File: src/rtl/mcs_queue.sv
// Two-entry FIFO between front and back end of the spline interpolator.
// Depends on nothing but its width parameter.
`default_nettype none
module mcs_queue #(
    parameter int W = 8
) (
    input  wire logic         i_clk,
    input  wire logic         i_rst_n,
    input  wire logic         i_valid,
    output logic              o_ready,
    input  wire logic [W-1:0] i_data,
    output logic              o_valid,
    input  wire logic         i_ready,
    output logic [W-1:0]      o_data
);
    logic [W-1:0] r_mem [2];
    logic         r_wp, r_rp;
    logic [1:0]   r_cnt;
    logic         wr, rd;

    assign o_ready = (r_cnt != 2'd2);
    assign o_valid = (r_cnt != 2'd0);
    assign o_data  = r_mem[r_rp];
    assign wr = i_valid && o_ready;
    assign rd = o_valid && i_ready;

    always_ff @(posedge i_clk) begin
        if (wr) begin
            r_mem[r_wp] <= i_data;
        end
        if (!i_rst_n) begin
            r_wp <= 1'b0;
            r_rp <= 1'b0;
            r_cnt <= 2'd0;
        end else begin
            if (wr) r_wp <= ~r_wp;
            if (rd) r_rp <= ~r_rp;
            r_cnt <= r_cnt + {1'b0, wr} - {1'b0, rd};
        end
    end
endmodule
`default_nettype wire

File: config.mk
export PLATFORM = sky130hd
export DESIGN_NAME = mcs_queue
export DESIGN_NICKNAME = d
export VERILOG_FILES = /design/src/rtl/mcs_queue.sv
export SDC_FILE = /design/constraint.sdc
export NUM_CORES = 1
export LEC_CHECK = 0
export BUFFER_PORTS_ARGS = -buffer_cell sky130_fd_sc_hd__buf_2
export CAP_MARGIN = 40
export CORE_MARGIN = 2
export CORE_UTILIZATION = 42
export CTS_CLUSTER_DIAMETER = 80
export DETAILED_ROUTE_END_ITERATION = 12
export PLACE_DENSITY = 0.74
export SYNTH_ARGS = -nofsm -noshare
export SYNTH_HDL_FRONTEND = slang
export SYNTH_SLANG_ARGS = --single-unit
File: constraint.sdc
create_clock -name i_clk -period 1.9 [get_ports i_clk]
set_clock_uncertainty 0.05 [all_clocks]
set_input_delay 0.285 -clock i_clk [delete_from_list [all_inputs] [get_ports i_clk]]
set_output_delay 0.285 -clock i_clk [all_outputs]
set_load 0.02 [all_outputs]
Word-level counts from Yosys, hierarchy flattened
Memories as Yosys holds them, arrays and structs flattened. A register that Yosys moved wholly into a read port is not among the register bits.
Index checks and enable logic that the tools add are counted.
- bits in writable memories: 16
- output and inout bits: 10
- memories kept: 1
- bits in registers: 4
- word-level logic and storage cells: 16
- input port bits: 12
- memory list (name ; words ; bits a word ; read ports ; clocked after memory_dff ; wr ports ; line ; text):
    r_mem ; 2 ; 8 ; 1 ; 1 ; 1 ; 16 ; logic [W-1:0] r_mem [2];
- equality and inequality tests: 1
- multiplexer cells: 4
- bitwise gates (word level): 2
- reductions and logical operators: 3
- $add $sub $neg: 2
- operators by type and width (kind ; count):
    2-to-1 mux 1 bit ; 4
    adder 2 x 1 -> 2 bit ; 1
    logical AND 1 bit ; 2
    != test 2 bit, second input constant ; 1
    inverter 1 bit ; 2
    nonzero test 2 bit ; 1
    subtractor 2 x 1 -> 2 bit ; 1

Longest topological paths before layout
- word-level depth: 4
- depth in mapped cells: 8
- mapped depth without buffers: 8

Least setup slack after synthesis
OpenSTA, ideal clock, no wires.
- path type: register to register
- start: register r_cnt[0]
- end: register r_cnt[1]
- path slack: 0.141 ns
- arrival time: 1.594 ns
- buffers on the path: 0
- required time: 1.735 ns
- setup time: 0.115 ns
- stages on the path, launching flop included: 9
- clock period less this slack: 1.759 ns
- cell sequence: dfxtp_1 nand2b_1 nand2_1 ha_1 inv_1 ha_1 xnor2_1 xnor2_1 and2_1
- word-level cells in the longest chain between the ends: 4
- elaborated cells between the ends (all ways): 6
- those cells by class: add/sub (2); eq/ne (1); reduce/logical (3)
- ends and longest elaborated chain (element ; line ; text):
    start: declaration ; 18 ; logic [1:0] r_cnt;
    start signal: assignment ; 38 ; r_cnt <= r_cnt + {1'b0, wr} - {1'b0, rd};
    != test 2 bit ; 21 ; assign o_ready = (r_cnt != 2'd2);
    net o_ready ; 10 ; output logic o_ready,
    logical AND 1 bit ; 24 ; assign wr = i_valid && o_ready;
    adder 2 x 1 -> 2 bit ; 38 ;
    subtractor 2 x 1 -> 2 bit ; 38 ;
The timed path passes the listed nets, and every way through them passes these cells.
A chain may end at the register's enable or synchronous reset.

==> impl_results.md <==
- Routed wire length: 1118 microns
- Area grow syn2layout: 20.37%
- CTS tree: yes
- Drt drc: 0
- Global placement routability congestion: 0.6253
- Most frequent cells after synthesis: edfxtp_1 (16), mux2_2 (8), dfxtp_1 (5)
- Synth Net Count: 63
- Max Slew Vio Count: 0
- Status: completed
- Slew HR: 74.18%
- Worst setup EP type: primary output
- Aggregate negative setup slack: 0 ps
- Worst-Margin Slew: 387.3 ps
- Mapped Area: 810.8 sq um
- Distinct cells, synth: 16
- Initial antenna violation count: 0
- Tot Pwr: 1252 uW
- Post-Syn Area per Cell: 16.55 sq um
- # diodes: 0
- Clk slew on worst S/H paths: 110 ps
- Worst path required time: 1560 ps
- Die X-Extent: 47.94 microns
- Ports: 22
- DRT Pass-1 Iters: 4
- GRT overflow: 0
- Die Area: 2298 sq um
- Post-route ant nets: 0
- GRT Total Usage: 10.98%
- Min-delay worst type: in -> reg
- Crit-path max FO: 8
- Layout cells sized above 1: 47.30%
- Final Cycle Share: 89.34%
- Seq cells post-synth: 21
- Setup Fix Bufs, Post-CTS: 0
- Seq/Total Area, Yosys: 71.60%
- Initial DRC count: 5
- P per Cell Area: 1283 nW/um^2
- RSZ-0062 raised after global routing: false
- Core footprint: 1764 sq um
- Number of global-route vias before repair: 429
- Async SR Flop Fraction: 0%
- Bufs and invs on worst path: 1
- Cts hold-fix bufs: 0
- Hold WS: 124.5 ps
- Synthesis Warnings: 0
- Max clock buf depth: 2
- Cell family with most CP delay: flip-flops
- Crit-path slowest cell: dfxtp_1
- Post-synth EDFFs: 16
- Critical path cell sequence: mux2_2 > buf_2
- Sink Count: 21
- Clk_lat worst skew: 290 ps
- CTS Buf Count: 3
- Vias: 432
- Detail Placement HPWL: 857 microns
- Max incr delay on CP: 540 ps
- CTS H-tree depth: 1
- Setup CP Type: reg -> out
- Post-CTS Resized: 0
- Startpoint Class: flop
- Row count: 15
- Endpoints failing hold: 0
- Initial Utilization: 45.96%
- R2R Path Start: r_cnt[0]
- Crit path DAT: 1360 ps
- Min-delay src: i_data[0]
- IO Port Bufs: 21
- Count leader, synth: edfxtp_1
- LEAKAGE: 0.0003892 uW
- Achievable Freq: 0.5891 GHz
- Die height: 47.94 microns
- Synth top area share: 59.26%
- Filler cells: 175
- Peak supply drop: 0.7024 mV
- DR WL/cell: 11.29 microns
- Final setup fails: 0
- Number of vias per cell: 4.364
- Nets: 89
- Main synth FF type: edfxtp_1
- Largest net degree at the start of global routing: 12
- Crit path time final: 1698 ps
- Max_cap viols: 0
- Global-route wire length before repair: 1635 microns
- Leading area contributor after synthesis: edfxtp_1
- Area contributors post-synth: edfxtp_1 (59%), dfxtp_1 (12%), mux2_2 (11%)
- Count of mapped cells out of synthesis: 49
- Root buf cell: clkbuf_4
[sequential cells by signal, indices dropped and copies added (netlist names), named ones only]
signal / count
r_cnt: 2
r_mem: 16
r_rp: 1
r_wp: 1
[cells in the final DEF, fill, tap and decap left out]
| cell type | Yosys | routed |
|---|---|---|
| buf_2 | 1 | 21 |
| xnor2_1 | 3 | 3 |
| mux2i_1 | 1 | 1 |
| clkbuf_1 | 0 | 1 |
| dfxtp_1 | 5 | 5 |
| and3_1 | 1 | 1 |
| and2_1 | 2 | 2 |
| nand2b_1 | 2 | 2 |
| nand2_1 | 2 | 2 |
| edfxtp_1 | 16 | 16 |
| mux2_2 | 8 | 8 |
| ha_1 | 2 | 2 |
| inv_1 | 1 | 1 |
| o21a_2 | 1 | 1 |
| or2_2 | 1 | 1 |
| nor2b_1 | 2 | 2 |
| buf_4 | 0 | 1 |
| nor2_1 | 1 | 1 |
| clkbuf_4 | 0 | 3 |
[cell type report]
class,count,area [sq um],area share [%]
inverter,1,3.754,0.3846
multi-input combinational,26,221.5,22.69
sequential,21,580.6,59.49
tap,25,31.28,3.205
clock buffer,4,26.28,2.692
timing repair buffer,22,112.6,11.54
[power by group]
part / total (uW) / switching, uW / internal, uW
Sequential: 636 / 51.6 / 584
Combinational: 416 / 217 / 199
Clock: 200 / 119 / 81.5
Total: 1250 / 387 / 865
[stage by stage]
stage	worst slack [ps]	cells	util [%]	area (sq um)
floorplan	140.6	49	-	810.8
global placement	296.4	95	53.83	949.7
detailed placement	231.0	95	53.83	949.7
CTS	168.0	99	55.32	975.9
global route	102.9	99	55.32	975.9
finish	202.5	99	55.32	975.9
[final timing paths]
check        slack, ps     endpoint  cells past startpoint
max                200    o_data[0]                      2
min                120  r_mem[0][0]                      1
max reg2reg        240     r_cnt[1]                      8
min reg2reg        440         r_wp                      2
[kinds of logic (layout without fill, tap and decap cells)]
| logic type | count (synthesis) | count (layout) | share of synthesized area, % |
|---|---|---|---|
| buffers and inverters | 2 | 27 | 1.079 |
| XOR/XNOR | 3 | 3 | 3.241 |
| AND/OR/NAND/NOR | 11 | 11 | 7.562 |
| multiplexers | 9 | 9 | 12.35 |
| AO/OA/AOI/OAI | 1 | 1 | 1.080 |
| flip-flops | 21 | 21 | 71.61 |
| adder cells (fa/ha/maj) | 2 | 2 | 3.086 |
[layer usage]
layer	track usage (%)	wire, microns	vias up	share of wire (%)
met3	4.151	83	2	7.4
met1	10.98	485	190	43
met2	19.20	536	15	48
met4	6.486	11	0	0.98
li1	-	-	225	-
met5	0	0	-	0
Power figures use the tool's default switching activity.
