===== src/rtl/mcs_pkg.sv =====
// Package for the monotone cubic spline interpolator: payload structs, status codes, constants.
// Used by mcs_front, mcs_back, the top level and mcs_checker in rtl/.
`default_nettype none
package mcs_pkg;
    localparam int MAX_SEGMENTS_DEF = 256;
    localparam int FRAC_BITS_DEF    = 16;
    localparam int COEF_W           = 36;

    typedef logic [1:0] t_status;
    localparam t_status ST_OK       = 2'd0;
    localparam t_status ST_NOTREADY = 2'd1;
    localparam t_status ST_OVERFLOW = 2'd2;
    localparam t_status ST_FEW      = 2'd3;

    localparam logic FN_LOAD = 1'b0;
    localparam logic FN_EVAL = 1'b1;

    localparam logic CFG_X_ORIGIN     = 1'b0;
    localparam logic CFG_INVERSE_STEP = 1'b1;

    typedef struct packed {
        logic               func;
        logic signed [31:0] sample_value;
        logic               last_sample;
        logic signed [31:0] query_x;
    } t_in_item;

    typedef struct packed {
        logic signed [31:0] result_value;
        t_status            status;
    } t_out_item;
endpackage
`default_nettype wire


===== src/rtl/mcs_front.sv =====
// Front end: accepts items, runs the load window and slope limiter, writes segment
// coefficients, and forwards classified jobs. Depends on mcs_pkg.
`default_nettype none
module mcs_front #(
    parameter int MAX_SEGMENTS = mcs_pkg::MAX_SEGMENTS_DEF,
    parameter int SEG_W        = $clog2(MAX_SEGMENTS),
    parameter int CNT_W        = $clog2(MAX_SEGMENTS + 3)
) (
    input  wire logic              i_clk,
    input  wire logic              i_rst_n,
    input  wire logic              i_valid,
    output logic                   o_ready,
    input  wire mcs_pkg::t_in_item i_item,
    // job to back end: {eval, status, x}
    output logic                   o_job_valid,
    input  wire logic              i_job_ready,
    output logic [34:0]            o_job,
    output logic [CNT_W-1:0]       o_segs,
    // high when the queue is empty and the back end is idle
    input  wire logic              i_down_idle,
    // coefficient write port
    output logic                   o_cw_en,
    output logic [SEG_W-1:0]       o_cw_addr,
    output logic [3*mcs_pkg::COEF_W+31:0] o_cw_data
);
    import mcs_pkg::*;

    typedef enum logic [1:0] {S_IDLE, S_SEG_A, S_SEG_B} t_state;

    t_state               r_state, n_state;
    logic signed [31:0]   r_w [3];
    logic signed [31:0]   n_w [3];
    logic [CNT_W-1:0]     r_loaded, n_loaded, r_segs, n_segs;
    logic signed [31:0]   r_s, n_s;
    logic                 r_last, n_last;
    logic [CNT_W-1:0]     r_j, n_j;
    logic                 r_cw_en, n_cw_en;
    logic [SEG_W-1:0]     r_cw_addr, n_cw_addr;
    logic [3*COEF_W+31:0] r_cw_data, n_cw_data;
    logic                 r_job_valid, n_job_valid;
    logic [34:0]          r_job, n_job;

    localparam logic [CNT_W-1:0] OVF_AT = CNT_W'(MAX_SEGMENTS + 1);
    localparam logic [CNT_W-1:0] OVF_MK = CNT_W'(MAX_SEGMENTS + 2);

    function automatic logic signed [35:0] lim(input logic signed [35:0] a,
                                                input logic signed [35:0] b);
        logic signed [35:0] m, lo, hi, a0, b0, a1, b1;
        m  = (a + b) >>> 1;
        a0 = (a < 0) ? a : 36'sd0;
        b0 = (b < 0) ? b : 36'sd0;
        a1 = (a > 0) ? a : 36'sd0;
        b1 = (b > 0) ? b : 36'sd0;
        lo = 3 * ((a0 > b0) ? a0 : b0);
        hi = 3 * ((a1 < b1) ? a1 : b1);
        if (m < lo) m = lo;
        if (m > hi) m = hi;
        return m;
    endfunction

    function automatic logic [3*COEF_W+31:0] seg(input logic signed [31:0] base,
        input logic signed [35:0] d0, input logic signed [35:0] d1,
        input logic signed [35:0] d2);
        logic signed [35:0] m0, m1, c3, c2;
        m0 = lim(d0, d1);
        m1 = lim(d1, d2);
        c3 = -2 * d1 + m0 + m1;
        c2 = 3 * d1 - 2 * m0 - m1;
        return {c3, c2, m0, base};
    endfunction

    logic signed [35:0] e0, e1, e2, es;
    assign e0 = 36'(r_w[0]);
    assign e1 = 36'(r_w[1]);
    assign e2 = 36'(r_w[2]);
    assign es = 36'(r_s);

    // first sample of a load waits until no job is in flight downstream (queue empty, back end idle)
    logic accept;
    assign o_ready = (r_state == S_IDLE) && i_job_ready && !r_job_valid
                     && (i_item.func == FN_EVAL || r_loaded != '0 || i_down_idle);
    assign accept  = i_valid && o_ready;

    assign o_cw_en     = r_cw_en;
    assign o_cw_addr   = r_cw_addr;
    assign o_cw_data   = r_cw_data;
    assign o_segs      = r_segs;
    assign o_job_valid = r_job_valid;
    assign o_job       = r_job;

    always_comb begin
        n_state     = r_state;
        n_w         = r_w;
        n_loaded    = r_loaded;
        n_segs      = r_segs;
        n_s         = r_s;
        n_last      = r_last;
        n_j         = r_j;
        n_cw_en     = 1'b0;
        n_cw_addr   = r_cw_addr;
        n_cw_data   = r_cw_data;
        n_job_valid = 1'b0;
        n_job       = r_job;
        case (r_state)
            S_IDLE: begin
                if (accept) begin
                    if (i_item.func == FN_EVAL) begin
                        n_job_valid = 1'b1;
                        n_job = {1'b1, (r_segs == '0) ? ST_NOTREADY : ST_OK,
                                 i_item.query_x};
                    end else begin
                        if (r_loaded == '0) n_segs = '0;
                        if (r_loaded >= OVF_AT) begin
                            n_loaded = i_item.last_sample ? '0 : OVF_MK;
                            n_job_valid = 1'b1;
                            n_job = {1'b0, ST_OVERFLOW, 32'd0};
                        end else begin
                            n_s = i_item.sample_value;
                            n_last = i_item.last_sample;
                            n_j = r_loaded;
                            n_state = S_SEG_A;
                        end
                    end
                end
            end
            S_SEG_A: begin
                if (r_j == CNT_W'(2)) begin
                    n_cw_en = 1'b1;
                    n_cw_addr = '0;
                    n_cw_data = seg(r_w[1], e2 - e1, e2 - e1, es - e2);
                end else if (r_j >= CNT_W'(3)
                             && (r_j - CNT_W'(2)) < CNT_W'(MAX_SEGMENTS)) begin
                    n_cw_en = 1'b1;
                    n_cw_addr = SEG_W'(r_j - CNT_W'(2));
                    n_cw_data = seg(r_w[1], e1 - e0, e2 - e1, es - e2);
                end
                n_state = S_SEG_B;
            end
            S_SEG_B: begin
                if (r_last && r_j >= CNT_W'(2)
                    && (r_j - CNT_W'(1)) < CNT_W'(MAX_SEGMENTS)) begin
                    n_cw_en = 1'b1;
                    n_cw_addr = SEG_W'(r_j - CNT_W'(1));
                    n_cw_data = seg(r_w[2], e2 - e1, es - e2, es - e2);
                end
                n_w[0] = r_w[1];
                n_w[1] = r_w[2];
                n_w[2] = r_s;
                if (r_last) begin
                    n_loaded = '0;
                    if (r_j >= CNT_W'(2)) n_segs = r_j;
                end else begin
                    n_loaded = r_j + CNT_W'(1);
                end
                n_job_valid = 1'b1;
                n_job = {1'b0, (r_last && r_j < CNT_W'(2)) ? ST_FEW : ST_OK, 32'd0};
                n_state = S_IDLE;
            end
            default: n_state = S_IDLE;
        endcase
    end

    always_ff @(posedge i_clk) begin
        if (!i_rst_n) begin
            r_state     <= S_IDLE;
            r_w[0]      <= '0;
            r_w[1]      <= '0;
            r_w[2]      <= '0;
            r_loaded    <= '0;
            r_segs      <= '0;
            r_s         <= '0;
            r_last      <= 1'b0;
            r_j         <= '0;
            r_cw_en     <= 1'b0;
            r_cw_addr   <= '0;
            r_cw_data   <= '0;
            r_job_valid <= 1'b0;
            r_job       <= '0;
        end else begin
            r_state     <= n_state;
            r_w[0]      <= n_w[0];
            r_w[1]      <= n_w[1];
            r_w[2]      <= n_w[2];
            r_loaded    <= n_loaded;
            r_segs      <= n_segs;
            r_s         <= n_s;
            r_last      <= n_last;
            r_j         <= n_j;
            r_cw_en     <= n_cw_en;
            r_cw_addr   <= n_cw_addr;
            r_cw_data   <= n_cw_data;
            r_job_valid <= n_job_valid;
            r_job       <= n_job;
        end
    end
endmodule
`default_nettype wire


===== config.mk =====
export PLATFORM = sky130hd
export DESIGN_NAME = mcs_front
export DESIGN_NICKNAME = d
export VERILOG_FILES = /design/src/rtl/mcs_pkg.sv /design/src/rtl/mcs_front.sv
export SDC_FILE = /design/constraint.sdc
export NUM_CORES = 2
export LEC_CHECK = 0
export BUFFER_PORTS_ARGS = -buffer_cell sky130_fd_sc_hd__buf_2
export CORE_UTILIZATION = 35
export CTS_CLUSTER_SIZE = 10
export DETAILED_ROUTE_END_ITERATION = 10
export PLACE_DENSITY = 0.61
export SYNTH_ARGS = -nofsm -noshare
export SYNTH_HDL_FRONTEND = slang
export SYNTH_SLANG_ARGS = --single-unit

===== constraint.sdc =====
create_clock -name i_clk -period 26.1 [get_ports i_clk]
set_input_delay 5.22 -clock i_clk [delete_from_list [all_inputs] [get_ports i_clk]]
set_output_delay 5.22 -clock i_clk [all_outputs]
set_load 0.03 [all_outputs]

# After elaboration in Yosys (flattened, before gate mapping)
# Cells that the tools add are included.
# W data, S select, Z words.
# totals
reg_bits,343
input_bits,71
output_inout_bits,195
word_cells,198
# op_classes
add_sub_neg,24
multipliers,10
magnitude_cmp,26
eq_ne,13
muxes,86
bitwise,2
reduce_logical,23
# ops
operator,n
$mux W36,48
$mux W140,3
$gt A36 B36 Y1,8
$mul A3 B36 Y36 const A,8
$pmux W140 S2,1
$add A36 B36 Y36,6
$sub A36 B36 Y36,6
$lt A33 B36 Y1,4
$add A33 B33 Y34,4
$mux W35,3
$gt A33 B1 Y1 const B,3
$lt A33 B1 Y1 const B,3
$sub A32 B32 Y33,3
$mux W9,10
$lt A36 B36 Y1,2
$mul A3 B33 Y36 const A,2
$neg A33 Y35,2
$pmux W35 S2,1
$pmux W9 S2,2
$mux W8,3
$ge A9 B2 Y1 const B,2
$logic_not A9 Y1,2
$lt A9 B9 Y1 const B,2
$pmux W8 S2,1
other kinds (26),55

# Depth between registers and ports, before layout
# logic_depth
depth_word,21
depth_mapped,100
ltp_nobuf,92

# Worst setup path before layout
# No wires, ideal clock.
# synth_path
path_type,reg2reg
start,"register r_w, in the netlist e2[0]"
end,"register r_cw_data[103], in the netlist o_cw_data[103]"
setup_ns,0.087
arrival_ns,18.923
t_required_ns,26.013
slack_ns,7.090
stages_incl_launch_ff,97
path_buffers,9
synth_period_minus_slack_ns,19.010
path_cell_list,dfxtp_1 ha_1 inv_1 fa_1 a211oi_1 o211ai_1 nand3_1 nand4b_1 nand4b_1 a31oi_1 clkbuf_1 inv_1 clkbuf_1 clkbuf_1 clkbuf_1 nand2_1 ha_1 a21o_1 [... 61 more ...] inv_1 fa_1 ha_1 a21o_1 a2111oi_0 nor3_1 nor3_1 o31ai_1 a311oi_1 o31a_1 a21oi_1 and4_1 a2111oi_0 xnor2_1 xnor2_1 xnor2_1 a21o_1 o31ai_1
# synth_between
elab_chain_cells,21
word_cells_on_any_way,90
cone_classes,12 x add/sub; 10 x mul; 18 x order compare; 50 x mux
# synth_rtl
item,line_no,text
start: declaration,mcs_front.sv:31,logic signed [31:0] r_w [3];
$sub A32 B32 Y33,"mcs_front.sv:130, mcs_front.sv:135, mcs_front.sv:144",
$lt A33 B1 Y1,"mcs_front.sv:50, mcs_front.sv:51",
$mux W36,"mcs_front.sv:50, mcs_front.sv:51",
$gt A36 B36 Y1,mcs_front.sv:54,lo = 3 * ((a0 > b0) ? a0 : b0);
$mux W36,mcs_front.sv:54,
$mul A3 B36 Y36,mcs_front.sv:54,
$lt A33 B36 Y1,mcs_front.sv:56,if (m < lo) m = lo;
$mux W36,mcs_front.sv:56,
[... 4 more ...],--,
$mux W36,mcs_front.sv:57,if (m > hi) m = hi;
$mux W36,mcs_front.sv:131,end else if (r_j >= CNT_W'(3)
$mux W36,mcs_front.sv:127,if (r_j == CNT_W'(2)) begin
$mux W36,mcs_front.sv:104,case (r_state)
$sub A36 B36 Y36 (2 in a row),mcs_front.sv:68,c2 = 3 * d1 - 2 * m0 - m1;
$mux W140,mcs_front.sv:131,
$mux W140,mcs_front.sv:127,
$pmux W140 S2 *,mcs_front.sv:104,
end signal: assignment,mcs_front.sv:191,r_cw_data <= n_cw_data;
end: declaration,mcs_front.sv:39,"logic [3*COEF_W+31:0] r_cw_data, n_cw_data;"
# Every way passes the cells marked *; elsewhere a longest branch is shown, timed or not. The select of a mux whose other input is x is not followed.
# A chain may end at the register's enable or synchronous reset.

# Worst setup path in the final report
# layout_path
start,"register r_w, in the netlist e1[1]"
end,"register r_cw_data[100], in the netlist o_cw_data[100]"
# layout_between
elab_chain_cells,21
word_cells_on_any_way,78
cone_classes,11 x add/sub; 7 x mul; 16 x order compare; 44 x mux
# layout_rtl
item,line_no
"$sub A32 B32 Y33, on equally long branches","mcs_front.sv:135, mcs_front.sv:130, mcs_front.sv:144"
"$lt A33 B1 Y1, on equally long branches","mcs_front.sv:50, mcs_front.sv:51"
"$mux W36, on equally long branches","mcs_front.sv:50, mcs_front.sv:51"
$gt A36 B36 Y1,mcs_front.sv:54
$mux W36,mcs_front.sv:54
$mul A3 B36 Y36,mcs_front.sv:54
$lt A33 B36 Y1,mcs_front.sv:56
$mux W36,mcs_front.sv:56
[... 4 more ...],--
$mux W36,mcs_front.sv:57
$mux W36,mcs_front.sv:131
$mux W36,mcs_front.sv:127
$mux W36,mcs_front.sv:104
$sub A36 B36 Y36 (2 in a row),mcs_front.sv:68
$mux W140,mcs_front.sv:131
$mux W140,mcs_front.sv:127
$pmux W140 S2 *,mcs_front.sv:104
# Marks and branches as above.

==> impl_metrics.toml <==
[route]
drt-initial-drc-count = 7523
wl_per_cell_um = 27.1
ant_nets = 0
vias_per_cell = 5.81
vias = 73860
drc = 0
totalWireLength_mm = 345
first_pass_iters = 7

[global_routing]
grt_max_degree = 108
first_global_vias = 70133
grt_overflow = 0
antenna_found_initial = 22
gr-usage-all-layers_pct = 31.8
grt_first_pass_wirelength_mm = 490

[yosys]
synth_top_flop_cell = "dfxtp_1"
synth_cells = 9616
synth.yosys.seq_area_share_pct = 9.41
synth-edff-count = 0
synth_nets = 11355
synth_area_mm2 = 0.0730
avgSynthCellArea_um2 = 7.59
synth_cell_types = 114
async_flop_share_pct = 0
ys_ff_latch = 343
yosys_warnings = 0

[critical_path]
start_kind = "flip-flop"
startpoint = "e1[1]$_SDFFE_PN0P_"
crit_type = "reg2reg"
r2r-start = "e1[1]$_SDFFE_PN0P_"
worst_path_largest_cell_delay_ns = 1.24
worst_r2r_path_depth = 83
cp.depth = 83
worst_path_most_repeated_cell = "ha_1"
crit_path_top_delay_cell = "o21ai_0"
worst_ep_required_time_ns = 26.65
cp_max_fo = 50
cp_top_family = "compound AO/OA/AOI/OAI gates"
end_kind = "flip-flop"
path_buf_inv = 9
cp.arrival_ns = 25.48

[clock_network]
clkTransAtPathRegs_ns = 0.07
cts_buffer_depth = 3
cts_resized = 0
cts_setup_buffers = 0
cts_tree = "built"
clock_tree.htree_level_count = 2
cts_root_buf = "clkbuf_16"
cts.sinks = 343
clk_latency_ns = 0.70
cts-hold-fix-buffers = 0
numCtsBuffers = 45

[place]
hpwlAfterDp_mm = 294
place.gp.congestion = 1.06
io_buffers = 265
dp_slack_ns = 2.18

[floorplan]
fp.coreArea_mm2 = 0.207
die_h_um = 459
rows = 167
fp.dieW_um = 459
ios = 266
initial_utilization_pct = 35.2
fp.dieArea_mm2 = 0.210

[hold_path]
hp-class = "reg2reg"
min_from = "r_loaded[7]$_SDFFE_PN0P_"
whs_path_depth = 2

[layout]
final_common_cell = "ha_1"
fill_cells = 21808
final_cell_mix = "ha_1, inv_1, nor2_1"
area_growth_pct = 9.80
drive_gt1_share_pct = 7.75
final_nets = 11628

[timing]
period_share_pct = 95.5
clock.fmax_ghz = 0.0401
drv_slew = 8
max_slew.worst_pin.slew_ns = 1.55
whs_ns = 0.435
setup_slack_ns = 1.17
finalSetupViolCount = 0
worst_slew_margin_rel_pct = -3.70
clock_skew_ns = 0.0765
timing.final.crit_period_ns = 24.93
rsz0062_at_grt = "false"
final_hold_viol_count = 0
finalSetupTns_ns = 0

[status]
violations = "capacitance limit, slew limit"
status = "finished, violations left"

[job]
cap_violations = 2
[stage by stage]
stage               util [%]  std cells  cell area, um^2
finish                  38.7      12704            80200
global route            38.7      12699            80100
global placement        38.0      12630            78800
detailed placement      38.0      12630            78800
CTS                     38.7      12699            80100
floorplan                  -       9616            73000
[synthesized netlist by cell type, types with 83 or more instances]
cell type,count,area share (%)
ha_1,1417,24
inv_1,971,5.0
nor2_1,822,4.2
nand2_1,773,4.0
a21oi_1,772,5.3
o21ai_0,572,3.9
xnor2_1,383,4.6
dfxtp_1,343,9.4
a21o_1,341,3.5
fa_1,251,6.9
xor2_1,249,3.0
clkbuf_1,237,1.2
nand3_1,219,1.5
nor3_1,206,1.4
a211oi_1,190,2.0
mux2i_1,185,2.5
o21a_1,140,1.4
nand2b_1,125,1.1
nand4_1,105,0.90
nor2b_1,91,0.78
and3_1,83,0.71
[routing by layer]
layer	vias to the layer above	track usage [%]	wire (um)
li1	34916	-	-
met1	35172	41.1	145000
met2	3105	49.2	147000
met3	655	6.38	30100
met4	12	17.6	22700
met5	-	0	70
[layout make-up]
type / instances / area, um^2 / share of cell area [%]
Clock buffer: 57 / 1210 / 1.51
Antenna cell: 5 / 12.5 / 0.0156
Clock inverter: 12 / 175 / 0.219
Tap cell: 2788 / 3490 / 4.35
Multi-Input combinational cell: 8010 / 61500 / 76.7
Inverter: 976 / 3670 / 4.58
Timing Repair Buffer: 513 / 3210 / 4.01
Sequential cell: 343 / 6870 / 8.57
[worst min-delay path, stage by stage (launching register included)]
cell and delay [ns]:
dfxtp_1 0.32, nand2_1 0.06, a21oi_1 0.05
[final timing paths]
kind / endpoint / slack, ns
max: o_cw_data[100]$_SDFFE_PN0P_ / 1.17
min: r_j[7]$_SDFFE_PN0P_ / 0.43
max reg2reg: o_cw_data[100]$_SDFFE_PN0P_ / 1.17
min reg2reg: r_j[7]$_SDFFE_PN0P_ / 0.43
[sequential cells by signal, indices dropped and copies added, names as in the netlist]
signal and flops:
r_j 9, r_loaded 9, r_s 32, e2 32, r_state 2, e1 32
r_last 1, o_segs 9, o_job_valid 1, o_job 35, e0 32, o_cw_data 140
o_cw_en 1, o_cw_addr 8
[cell families after synthesis]
| group | share of synthesized area (%) |
|---|---|
| AND/OR/NAND/NOR | 17.6 |
| XOR/XNOR | 7.67 |
| adder cells (fa/ha/maj) | 31.2 |
| AO/OA/AOI/OAI | 24.0 |
| multiplexers | 3.57 |
| flip-flops | 9.41 |
| buffers and inverters | 6.57 |
Power is not shown: default switching activity piles up to over one toggle a cycle in this logic, so the estimate is an artifact.
